$ cat src/hdl/derq_pkg.sv
// Package of shared types and codes for the deduplicating event report queue.
`timescale 1ns / 1ps

package derq_pkg;

    localparam int ID_W     = 16;
    localparam int STATUS_W = 8;
    localparam int OCC_W    = 4;

    // Operation code of an input word
    typedef enum logic {
        KIND_PUSH = 1'b0,
        KIND_POP  = 1'b1
    } kind_t;

    // Push outcome reported with every result word
    typedef enum logic [1:0] {
        OUT_STORED = 2'd0,
        OUT_DUP    = 2'd1,
        OUT_FULL   = 2'd2,
        OUT_NONE   = 2'd3
    } outcome_t;

endpackage

$ cat src/hdl/derq_in_if.sv
// Channel interfaces for operation words in and result words out.
`timescale 1ns / 1ps

interface derq_in_if import derq_pkg::*; ();
    logic                valid;
    logic                ready;
    logic                kind;
    logic [ID_W-1:0]     event_id;
    logic [STATUS_W-1:0] event_status;

    modport source (output valid, output kind, output event_id, output event_status,
                    input ready);
    modport sink   (input valid, input kind, input event_id, input event_status,
                    output ready);
endinterface

interface derq_out_if import derq_pkg::*; ();
    logic                valid;
    logic                ready;
    logic [1:0]          push_outcome;
    logic                pop_valid;
    logic [ID_W-1:0]     out_event_id;
    logic [STATUS_W-1:0] out_event_status;
    logic [OCC_W-1:0]    occupancy;

    modport source (output valid, output push_outcome, output pop_valid,
                    output out_event_id, output out_event_status, output occupancy,
                    input ready);
    modport sink   (input valid, input push_outcome, input pop_valid,
                    input out_event_id, input out_event_status, input occupancy,
                    output ready);
endinterface

$ cat src/hdl/dedup_event_report_queue_core.sv
// Top level: ordered event report queue that drops duplicate ids and pushes when full.
// An accepted word waits in the input register until the result register is free to take it.
// Throughput: one word per clock while results are taken; input and result registers form a
//   two-stage pipeline with the queue update (parallel id compare, shift or append) between.
// Reset (rst_n low, asynchronous): queue empty, both pipeline stages empty.
// Queue entries are not cleared; only slots below the occupancy count are ever read.
`timescale 1ns / 1ps

module dedup_event_report_queue_core
    import derq_pkg::*;
#(
    parameter int QUEUE_DEPTH = 8
) (
    input  logic        clk,
    input  logic        rst_n,
    derq_in_if.sink     evt_in,
    derq_out_if.source  rpt_out
);

    localparam int CW = $clog2(QUEUE_DEPTH + 1);
    localparam int IW = $clog2(QUEUE_DEPTH);

    // Input stage
    logic                in_valid_reg;
    logic                kind_reg;
    logic [ID_W-1:0]     id_reg;
    logic [STATUS_W-1:0] status_reg;

    // Queue storage
    logic [ID_W-1:0]     ids_reg    [QUEUE_DEPTH];
    logic [STATUS_W-1:0] stats_reg  [QUEUE_DEPTH];
    logic [ID_W-1:0]     ids_next   [QUEUE_DEPTH];
    logic [STATUS_W-1:0] stats_next [QUEUE_DEPTH];
    logic [CW-1:0]       count_reg;
    logic [CW-1:0]       count_next;

    // Result stage
    logic                res_valid_reg;
    outcome_t            outcome_reg;
    outcome_t            outcome_next;
    logic                pop_valid_reg;
    logic                pop_valid_next;
    logic [ID_W-1:0]     oid_reg;
    logic [ID_W-1:0]     oid_next;
    logic [STATUS_W-1:0] ostat_reg;
    logic [STATUS_W-1:0] ostat_next;
    logic [OCC_W-1:0]    occ_reg;

    logic                out_free;
    logic                fire;
    logic                in_take;
    logic [QUEUE_DEPTH-1:0] hit_vec;
    logic                dup;
    logic                full;

    assign out_free = !res_valid_reg || rpt_out.ready;
    assign fire     = in_valid_reg && out_free;
    assign evt_in.ready = !in_valid_reg || out_free;
    assign in_take  = evt_in.valid && evt_in.ready;

    // Compare the id against every occupied slot
    always_comb
    begin
        for (int k = 0; k < QUEUE_DEPTH; k++)
        begin
            hit_vec[k] = (ids_reg[k] == id_reg) && (CW'(k) < count_reg);
        end
    end

    assign dup  = |hit_vec;
    assign full = (count_reg == CW'(QUEUE_DEPTH));

    // Work out the queue update and the result word
    always_comb
    begin
        for (int k = 0; k < QUEUE_DEPTH; k++)
        begin
            ids_next[k]   = ids_reg[k];
            stats_next[k] = stats_reg[k];
        end
        count_next     = count_reg;
        outcome_next   = OUT_NONE;
        pop_valid_next = 1'b0;
        oid_next       = '0;
        ostat_next     = '0;
        case (kind_reg)
            KIND_PUSH:
            begin
                if (dup)
                begin
                    outcome_next = OUT_DUP;
                end
                else if (full)
                begin
                    outcome_next = OUT_FULL;
                end
                else
                begin
                    ids_next[count_reg[IW-1:0]]   = id_reg;
                    stats_next[count_reg[IW-1:0]] = status_reg;
                    count_next   = count_reg + 1'b1;
                    outcome_next = OUT_STORED;
                end
            end
            KIND_POP:
            begin
                if (count_reg != '0)
                begin
                    pop_valid_next = 1'b1;
                    oid_next       = ids_reg[0];
                    ostat_next     = stats_reg[0];
                    // advance every entry one slot toward the head
                    for (int k = 0; k < QUEUE_DEPTH - 1; k++)
                    begin
                        ids_next[k]   = ids_reg[k + 1];
                        stats_next[k] = stats_reg[k + 1];
                    end
                    count_next = count_reg - 1'b1;
                end
            end
            default:
            begin
                outcome_next = OUT_NONE;
            end
        endcase
    end

    // Control registers: stage valids and occupancy count
    always_ff @(posedge clk or negedge rst_n)
    begin
        if (!rst_n)
        begin
            in_valid_reg  <= 1'b0;
            res_valid_reg <= 1'b0;
            count_reg     <= '0;
        end
        else
        begin
            if (in_take)
            begin
                in_valid_reg <= 1'b1;
            end
            else if (fire)
            begin
                in_valid_reg <= 1'b0;
            end
            if (fire)
            begin
                res_valid_reg <= 1'b1;
                count_reg     <= count_next;
            end
            else if (rpt_out.ready)
            begin
                res_valid_reg <= 1'b0;
            end
        end
    end

    // Payload registers: capture input word, queue entries and result word
    always_ff @(posedge clk)
    begin
        if (in_take)
        begin
            kind_reg   <= evt_in.kind;
            id_reg     <= evt_in.event_id;
            status_reg <= evt_in.event_status;
        end
        if (fire)
        begin
            for (int k = 0; k < QUEUE_DEPTH; k++)
            begin
                ids_reg[k]   <= ids_next[k];
                stats_reg[k] <= stats_next[k];
            end
            outcome_reg   <= outcome_next;
            pop_valid_reg <= pop_valid_next;
            oid_reg       <= oid_next;
            ostat_reg     <= ostat_next;
            occ_reg       <= OCC_W'(count_next);
        end
    end

    assign rpt_out.valid            = res_valid_reg;
    assign rpt_out.push_outcome     = outcome_reg;
    assign rpt_out.pop_valid        = pop_valid_reg;
    assign rpt_out.out_event_id     = oid_reg;
    assign rpt_out.out_event_status = ostat_reg;
    assign rpt_out.occupancy        = occ_reg;

`ifndef SYNTH
    // Count never runs past the queue depth
    a_count_bound: assert property (@(posedge clk) disable iff (!rst_n)
        count_reg <= CW'(QUEUE_DEPTH))
        else $error("occupancy count exceeds queue depth");

    // A stored push grows the queue by exactly one
    a_store_grows: assert property (@(posedge clk) disable iff (!rst_n)
        fire && (outcome_next == OUT_STORED) |=> count_reg == $past(count_reg) + 1'b1)
        else $error("stored push did not grow the queue by one");

    // A full drop only happens with every slot occupied
    a_full_drop: assert property (@(posedge clk) disable iff (!rst_n)
        fire && (outcome_next == OUT_FULL) |-> full && !dup)
        else $error("full drop reported with a free slot");

    // A pop on an empty queue leaves it empty
    a_empty_pop: assert property (@(posedge clk) disable iff (!rst_n)
        fire && (kind_reg == KIND_POP) && (count_reg == '0) |=> count_reg == '0)
        else $error("pop on empty queue changed the count");

    // A returned entry is never paired with a push outcome
    a_pop_outcome: assert property (@(posedge clk) disable iff (!rst_n)
        res_valid_reg && pop_valid_reg |-> outcome_reg == OUT_NONE)
        else $error("popped entry reported with a push outcome");
`endif

endmodule

$ cat src/flat_wrapper.sv
// flat-port wrapper written by rule: the top's interface ports become plain ports
module dedup_event_report_queue_core_flat import derq_pkg::*;
#(
    parameter int QUEUE_DEPTH = 8
)
  (clk, rst_n, evt_in_valid, evt_in_kind, evt_in_event_id, evt_in_event_status, evt_in_ready, rpt_out_valid, rpt_out_push_outcome, rpt_out_pop_valid, rpt_out_out_event_id, rpt_out_out_event_status, rpt_out_occupancy, rpt_out_ready);
  derq_in_if evt_in_i ();
  derq_out_if rpt_out_i ();
  input  logic clk;
  input  logic rst_n;
  input wire logic [$bits(evt_in_i.valid)-1:0] evt_in_valid;
  input wire logic [$bits(evt_in_i.kind)-1:0] evt_in_kind;
  input wire logic [$bits(evt_in_i.event_id)-1:0] evt_in_event_id;
  input wire logic [$bits(evt_in_i.event_status)-1:0] evt_in_event_status;
  output wire logic [$bits(evt_in_i.ready)-1:0] evt_in_ready;
  output wire logic [$bits(rpt_out_i.valid)-1:0] rpt_out_valid;
  output wire logic [$bits(rpt_out_i.push_outcome)-1:0] rpt_out_push_outcome;
  output wire logic [$bits(rpt_out_i.pop_valid)-1:0] rpt_out_pop_valid;
  output wire logic [$bits(rpt_out_i.out_event_id)-1:0] rpt_out_out_event_id;
  output wire logic [$bits(rpt_out_i.out_event_status)-1:0] rpt_out_out_event_status;
  output wire logic [$bits(rpt_out_i.occupancy)-1:0] rpt_out_occupancy;
  input wire logic [$bits(rpt_out_i.ready)-1:0] rpt_out_ready;
  assign evt_in_i.valid = evt_in_valid;
  assign evt_in_i.kind = evt_in_kind;
  assign evt_in_i.event_id = evt_in_event_id;
  assign evt_in_i.event_status = evt_in_event_status;
  assign evt_in_ready = evt_in_i.ready;
  assign rpt_out_valid = rpt_out_i.valid;
  assign rpt_out_push_outcome = rpt_out_i.push_outcome;
  assign rpt_out_pop_valid = rpt_out_i.pop_valid;
  assign rpt_out_out_event_id = rpt_out_i.out_event_id;
  assign rpt_out_out_event_status = rpt_out_i.out_event_status;
  assign rpt_out_occupancy = rpt_out_i.occupancy;
  assign rpt_out_i.ready = rpt_out_ready;
  dedup_event_report_queue_core #(.QUEUE_DEPTH(QUEUE_DEPTH)) u_core (.clk(clk), .rst_n(rst_n), .evt_in(evt_in_i), .rpt_out(rpt_out_i));
endmodule
$ cat config.mk
export PLATFORM = sky130hd
export DESIGN_NAME = dedup_event_report_queue_core_flat
export DESIGN_NICKNAME = d
export VERILOG_FILES = /design/src/hdl/derq_pkg.sv /design/src/hdl/derq_in_if.sv /design/src/hdl/dedup_event_report_queue_core.sv /design/src/flat_wrapper.sv
export SDC_FILE = /design/constraint.sdc
export NUM_CORES = 1
export LEC_CHECK = 0
export BUFFER_PORTS_ARGS = -buffer_cell sky130_fd_sc_hd__buf_2
export CAP_MARGIN = 15
export CORE_ASPECT_RATIO = 1.5
export CORE_MARGIN = 5
export CORE_UTILIZATION = 66
export CTS_CLUSTER_DIAMETER = 30
export DETAILED_ROUTE_END_ITERATION = 12
export GPL_TIMING_DRIVEN = 0
export PLACE_DENSITY = 0.85
export SYNTH_ARGS = -nofsm -noshare
export SYNTH_HDL_FRONTEND = slang
export SYNTH_SLANG_ARGS = --single-unit
$ cat constraint.sdc
create_clock -name clk -period 14.49 [get_ports clk]
set_input_delay 4.347 -clock clk [delete_from_list [all_inputs] [get_ports clk]]
set_output_delay 4.347 -clock clk [all_outputs]
set_load 0.05 [all_outputs]
Word-level counts from Yosys, hierarchy flattened
Memory sizes are Yosys's and may differ from the RTL's.
Cells that the tools add are included.
W data, S select, Z words.
{"block": "classes", "n_addsub": 2, "magnitude_cmp": 10, "eq_ne": 9, "n_mux": 29, "bitwise_logic": 2, "n_reduce_logical": 21}
{"cell": "$mux W128", "count": 2}
{"cell": "$pmux W112 S2", "count": 1}
{"cell": "$bwmux W128", "count": 1}
{"cell": "$eq A16 B16 Y1", "count": 8}
{"cell": "$mux W64", "count": 2}
{"cell": "$mux W112", "count": 1}
{"cell": "$pmux W56 S2", "count": 1}
{"cell": "$bwmux W64", "count": 1}
{"cell": "$mux W56", "count": 1}
{"cell": "$demux W16 S3", "count": 1}
{"cell": "$mux W16", "count": 2}
{"cell": "$demux W8 S3", "count": 1}
{"cell": "$lt A3 B4 Y1 const A", "count": 4}
{"cell": "$mux W8", "count": 2}
{"cell": "$mux W4", "count": 3}
{"cell": "$logic_and A1 B1 Y1", "count": 11}
{"cell": "$reduce_or A9 Y1", "count": 1}
{"cell": "$lt A1 B4 Y1 const A", "count": 2}
{"cell": "$lt A2 B4 Y1 const A", "count": 2}
{"cell": "$pmux W4 S2", "count": 1}
{"cell": "$reduce_or A8 Y1", "count": 1}
{"cell": "$mux W1", "count": 7}
{"cell": "$add A4 B1 Y4 const B", "count": 1}
{"cell": "$eq A4 B4 Y1 const B", "count": 1}
{"cell": "11 further kinds", "count": 15}
{"block": "word_totals", "register_bits": 62, "ramBits": 192, "input_bits": 29, "output_inout_bits": 33, "word_cells": 87, "n_memories": 2}
{"name": "u_core.ids_reg", "depth": 8, "width": 16, "rd": 8, "rd_clocked_by_memory_dff": 0, "write_ports": 8, "line": "dedup_event_report_queue_core.sv:30", "text": "logic [ID_W-1:0] ids_reg [QUEUE_DEPTH];"}
{"name": "u_core.stats_reg", "depth": 8, "width": 8, "rd": 8, "rd_clocked_by_memory_dff": 0, "write_ports": 8, "line": "dedup_event_report_queue_core.sv:31", "text": "logic [STATUS_W-1:0] stats_reg [QUEUE_DEPTH];"}

Longest topological paths before layout
{"block": "depth", "word_depth": 9, "depth_mapped": 14, "depth_no_buf": 11}

Worst setup path before layout
No wires, ideal clock.
{"block": "synth_path", "path_kind": "input port to output port", "start": "input port rpt_out_ready", "end": "output port evt_in_ready", "arrival_ns": 4.830, "t_required_ns": 10.143, "slack_ns": 5.313, "cell_stages": 1, "n_path_buf": 0, "path_cell_list": "nand3b_1"}
{"block": "synth_between", "elab_chain_cells": 2}
{"item": "start, declared", "line": "flat_wrapper.sv:22", "text": "input wire logic [$bits(rpt_out_i.ready)-1:0] rpt_out_ready;"}
{"item": "$logic_or A1 B1 Y1", "line": "dedup_event_report_queue_core.sv:56", "text": "assign out_free = !res_valid_reg || rpt_out.ready;"}
{"item": "$logic_or A1 B1 Y1", "line": "dedup_event_report_queue_core.sv:58", "text": "assign evt_in.ready = !in_valid_reg || out_free;"}
{"item": "end, declared", "line": "flat_wrapper.sv:15", "text": "output wire logic [$bits(evt_in_i.ready)-1:0] evt_in_ready;"}
No other way between the ends.

Worst setup path in the final report
Ends and elaborated chain as after synthesis.

==> results.py <==
metrics = {
    "drt": {
        "ant_nets": 0,
        "routed_wl_um": 31570,
        "wire_per_inst_um": 27.27,
        "drt_iter0_drc": 778,
        "vias_per_cell": 6.966,
        "post-route-drc-count": 0,
        "dr_total_vias": 8067,
        "drt-pass1-iter-count": 9,
    },
    "timing": {
        "rsz0062_at_grt": "false",
        "slew_violations": 0,
        "fin_tns_setup_ns": 0,
        "fin_skew_ns": 0.01819,
        "max_freq_ghz": 0.1086,
        "hold_viol": 0,
        "setup_viol": 0,
        "tightest_slew_ns": 1.094,
        "layout_setup_ws_ns": 5.282,
        "hold_slack_ns": 0.5146,
        "post-route-period-util_pct": 63.55,
        "period_needed_ns": 9.208,
        "slew_headroom_pct": 27.03,
    },
    "worst_setup_path": {
        "cpMostUsedCell": "buf_2",
        "cp_max_fo": 3,
        "cp_data_arrival_time_ns": 4.86,
        "crit_required_ns": 10.14,
        "max_stage_delay_ns": 0.23,
        "critPathKind": "in -> out",
        "startpoint_type": "primary input",
        "crit_path_end_kind": "output port",
        "crit_chain": "buf_2 > nand3b_1 > buf_2",
        "critPathBufInv": 2,
        "cpMaxStageDelayCell": "buf_2",
        "cpLargestDelayFamily": "buffers and inverters",
    },
    "power": {
        "power_density_nw_per_um2": 165.7,
        "p_total_uw": 2265,
        "peakVddDrop_mv": 0.1213,
        "p_leak_uw": 0.004910,
    },
    "floorplan": {
        "core_area_um2": 17790,
        "start_util_pct": 66.55,
        "num_rows": 60,
        "dieArea_um2": 20780,
        "ioPinCount": 62,
        "dieWidth_um": 119.4,
        "dieHeight_um": 174.1,
    },
    "place": {
        "place_ws_ns": 5.285,
        "dpl_cell_area_um2": 12490,
        "gp_congestion": 0.9722,
        "dp_hpwl_um": 23090,
        "port-buffer-count": 61,
    },
    "logic_synthesis": {
        "synthMuxAreaShare_pct": 0,
        "avgSynthCellArea_um2": 14.66,
        "synthesis.nets": 840,
        "synthSimpleGateAreaFrac_pct": 6.858,
        "synth_cell_type_count": 49,
        "synth_area_um2": 11840,
        "yosys_warnings": 0,
        "yosys.area_share.xor_xnor_pct": 9.615,
        "yosys.area_share.adder_pct": 0.3170,
        "synth-seq-cells": 254,
        "synthFlopType": "edfxtp_1",
        "yosysSeqAreaShare_pct": 64.16,
        "synth_compound_area_share_pct": 15.41,
        "synth_top_family_by_area": "compound AO/OA/AOI/OAI gates",
        "syn_inst": 808,
        "async_flop_share_pct": 2.362,
        "synth_edf_count": 248,
    },
    "global_routing": {
        "gr-total-overflow": 0,
        "grt_pass1_vias": 8312,
        "grt_max_degree": 41,
        "grt_pass1_wl_um": 47400,
        "antenna_found_initial": 0,
        "track_usage_pct": 30.23,
    },
    "clock_tree": {
        "ctsHoldBuffers": 0,
        "postCtsSetupRepairBufs": 0,
        "clkSinkCount": 254,
        "cts.clk_slew.worst_paths_ns": 0.05,
        "numCtsBuffers": 37,
        "clockBufferDepth": 3,
        "cts-root-buf": "clkbuf_16",
        "clkLatencyLatePin_ns": 0.52,
        "ctsResizeCount": 0,
        "clock_tree.htree_level_count": 2,
        "cts_tree": "built",
    },
    "final_layout": {
        "layout_common_cells": "248 x edfxtp_1, 97 x a22o_1, 87 x xor2_1",
        "drive_above_1_share_pct": 18.09,
        "largest_reg_flops": 128,
        "nNetsFinal": 945,
        "fillers": 1067,
        "mostFrequentLayoutCell": "edfxtp_1",
        "design_area_um2": 13670,
        "area_growth_pct": 15.48,
    },
    "outcome": {
        "outcome": "complete, no violations",
    },
    "min_path": {
        "hold_path.class": "reg -> reg",
    },
    "job": {
        "cap_violations": 0,
    },
}
-- area by class of cell --
| cell class | instances | area (µm²) | share of cell area (%) |
|---|---|---|---|
| flip-flops and latches | 254 | 7597 | 55.56 |
| inverters | 7 | 26.28 | 0.1921 |
| diodes | 1 | 2.502 | 0.01830 |
| plain buffers | 77 | 406.6 | 2.974 |
| repair buffers | 66 | 361.6 | 2.644 |
| multi-input cells | 470 | 3826 | 27.98 |
| clock buffers | 42 | 987.2 | 7.219 |
| clock inverters | 24 | 195.2 | 1.427 |
| well taps | 217 | 271.5 | 1.986 |
-- worst paths after layout --
kind                                            startpoint                                to  slack (ns)  depth (start not counted)
max                                          rpt_out_ready                      evt_in_ready        5.28                          3
min                        u_core.in_valid_reg$_DFFE_PN0P_  u_core.rpt_out.valid$_DFFE_PN0P_        0.51                          1
max reg2reg                u_core.count_reg[0]$_DFFE_PN0P_    u_core.ids_reg[1][9]$_DFFE_PP_       10.14                         11
min reg2reg                u_core.in_valid_reg$_DFFE_PN0P_  u_core.rpt_out.valid$_DFFE_PN0P_        0.51                          1
max in group asynchronous                            rst_n  u_core.rpt_out.valid$_DFFE_PN0P_       10.69                          1
min in group asynchronous                            rst_n   u_core.count_reg[3]$_DFFE_PN0P_        3.64                          1
-- per-stage QoR --
step | util (%) | cells
6_report | 76.86 | 1158
5_1_grt | 76.84 | 1157
4_1_cts | 76.84 | 1157
3_5_place_dp | 70.20 | 1091
3_3_place_gp | 69.80 | 1086
2_1_floorplan | - | 808
-- report_power, final --
group	internal, µW	switching [µW]	total (µW)
Clock	527	324	852
Sequential	912	49.5	962
Combinational	146	306	452
Total	1590	680	2270
-- kinds of logic after synthesis --
family,after synthesis
AO/OA/AOI/OAI,201
XOR/XNOR,130
adder cells (fa/ha/maj),3
buffers and inverters,84
flip-flops,254
AND/OR/NAND/NOR,136
-- routing by layer --
layer	GRT usage, %	wire [µm]
met4	16.05	1717
met1	36.23	11290
met5	0	0
met2	52.37	15990
met3	4.753	2580
-- Yosys cell counts (all sizes together) (10+ instances only) --
| master | instances | share of area [%] |
|---|---|---|
| xnor2 | 43 | 3.2 |
| xor2 | 87 | 6.4 |
| nand4 | 12 | 0.63 |
| and3 | 26 | 1.4 |
| edfxtp | 248 | 63 |
| buf | 40 | 2.3 |
| nand2 | 10 | 0.32 |
| a22o | 97 | 7.2 |
| nor3 | 13 | 0.59 |
| nor4 | 21 | 1.2 |
| a32o | 72 | 6.1 |
| nor2b | 25 | 1.3 |
| clkbuf | 37 | 1.2 |
No activity file was read; power rests on OpenSTA's default activity.
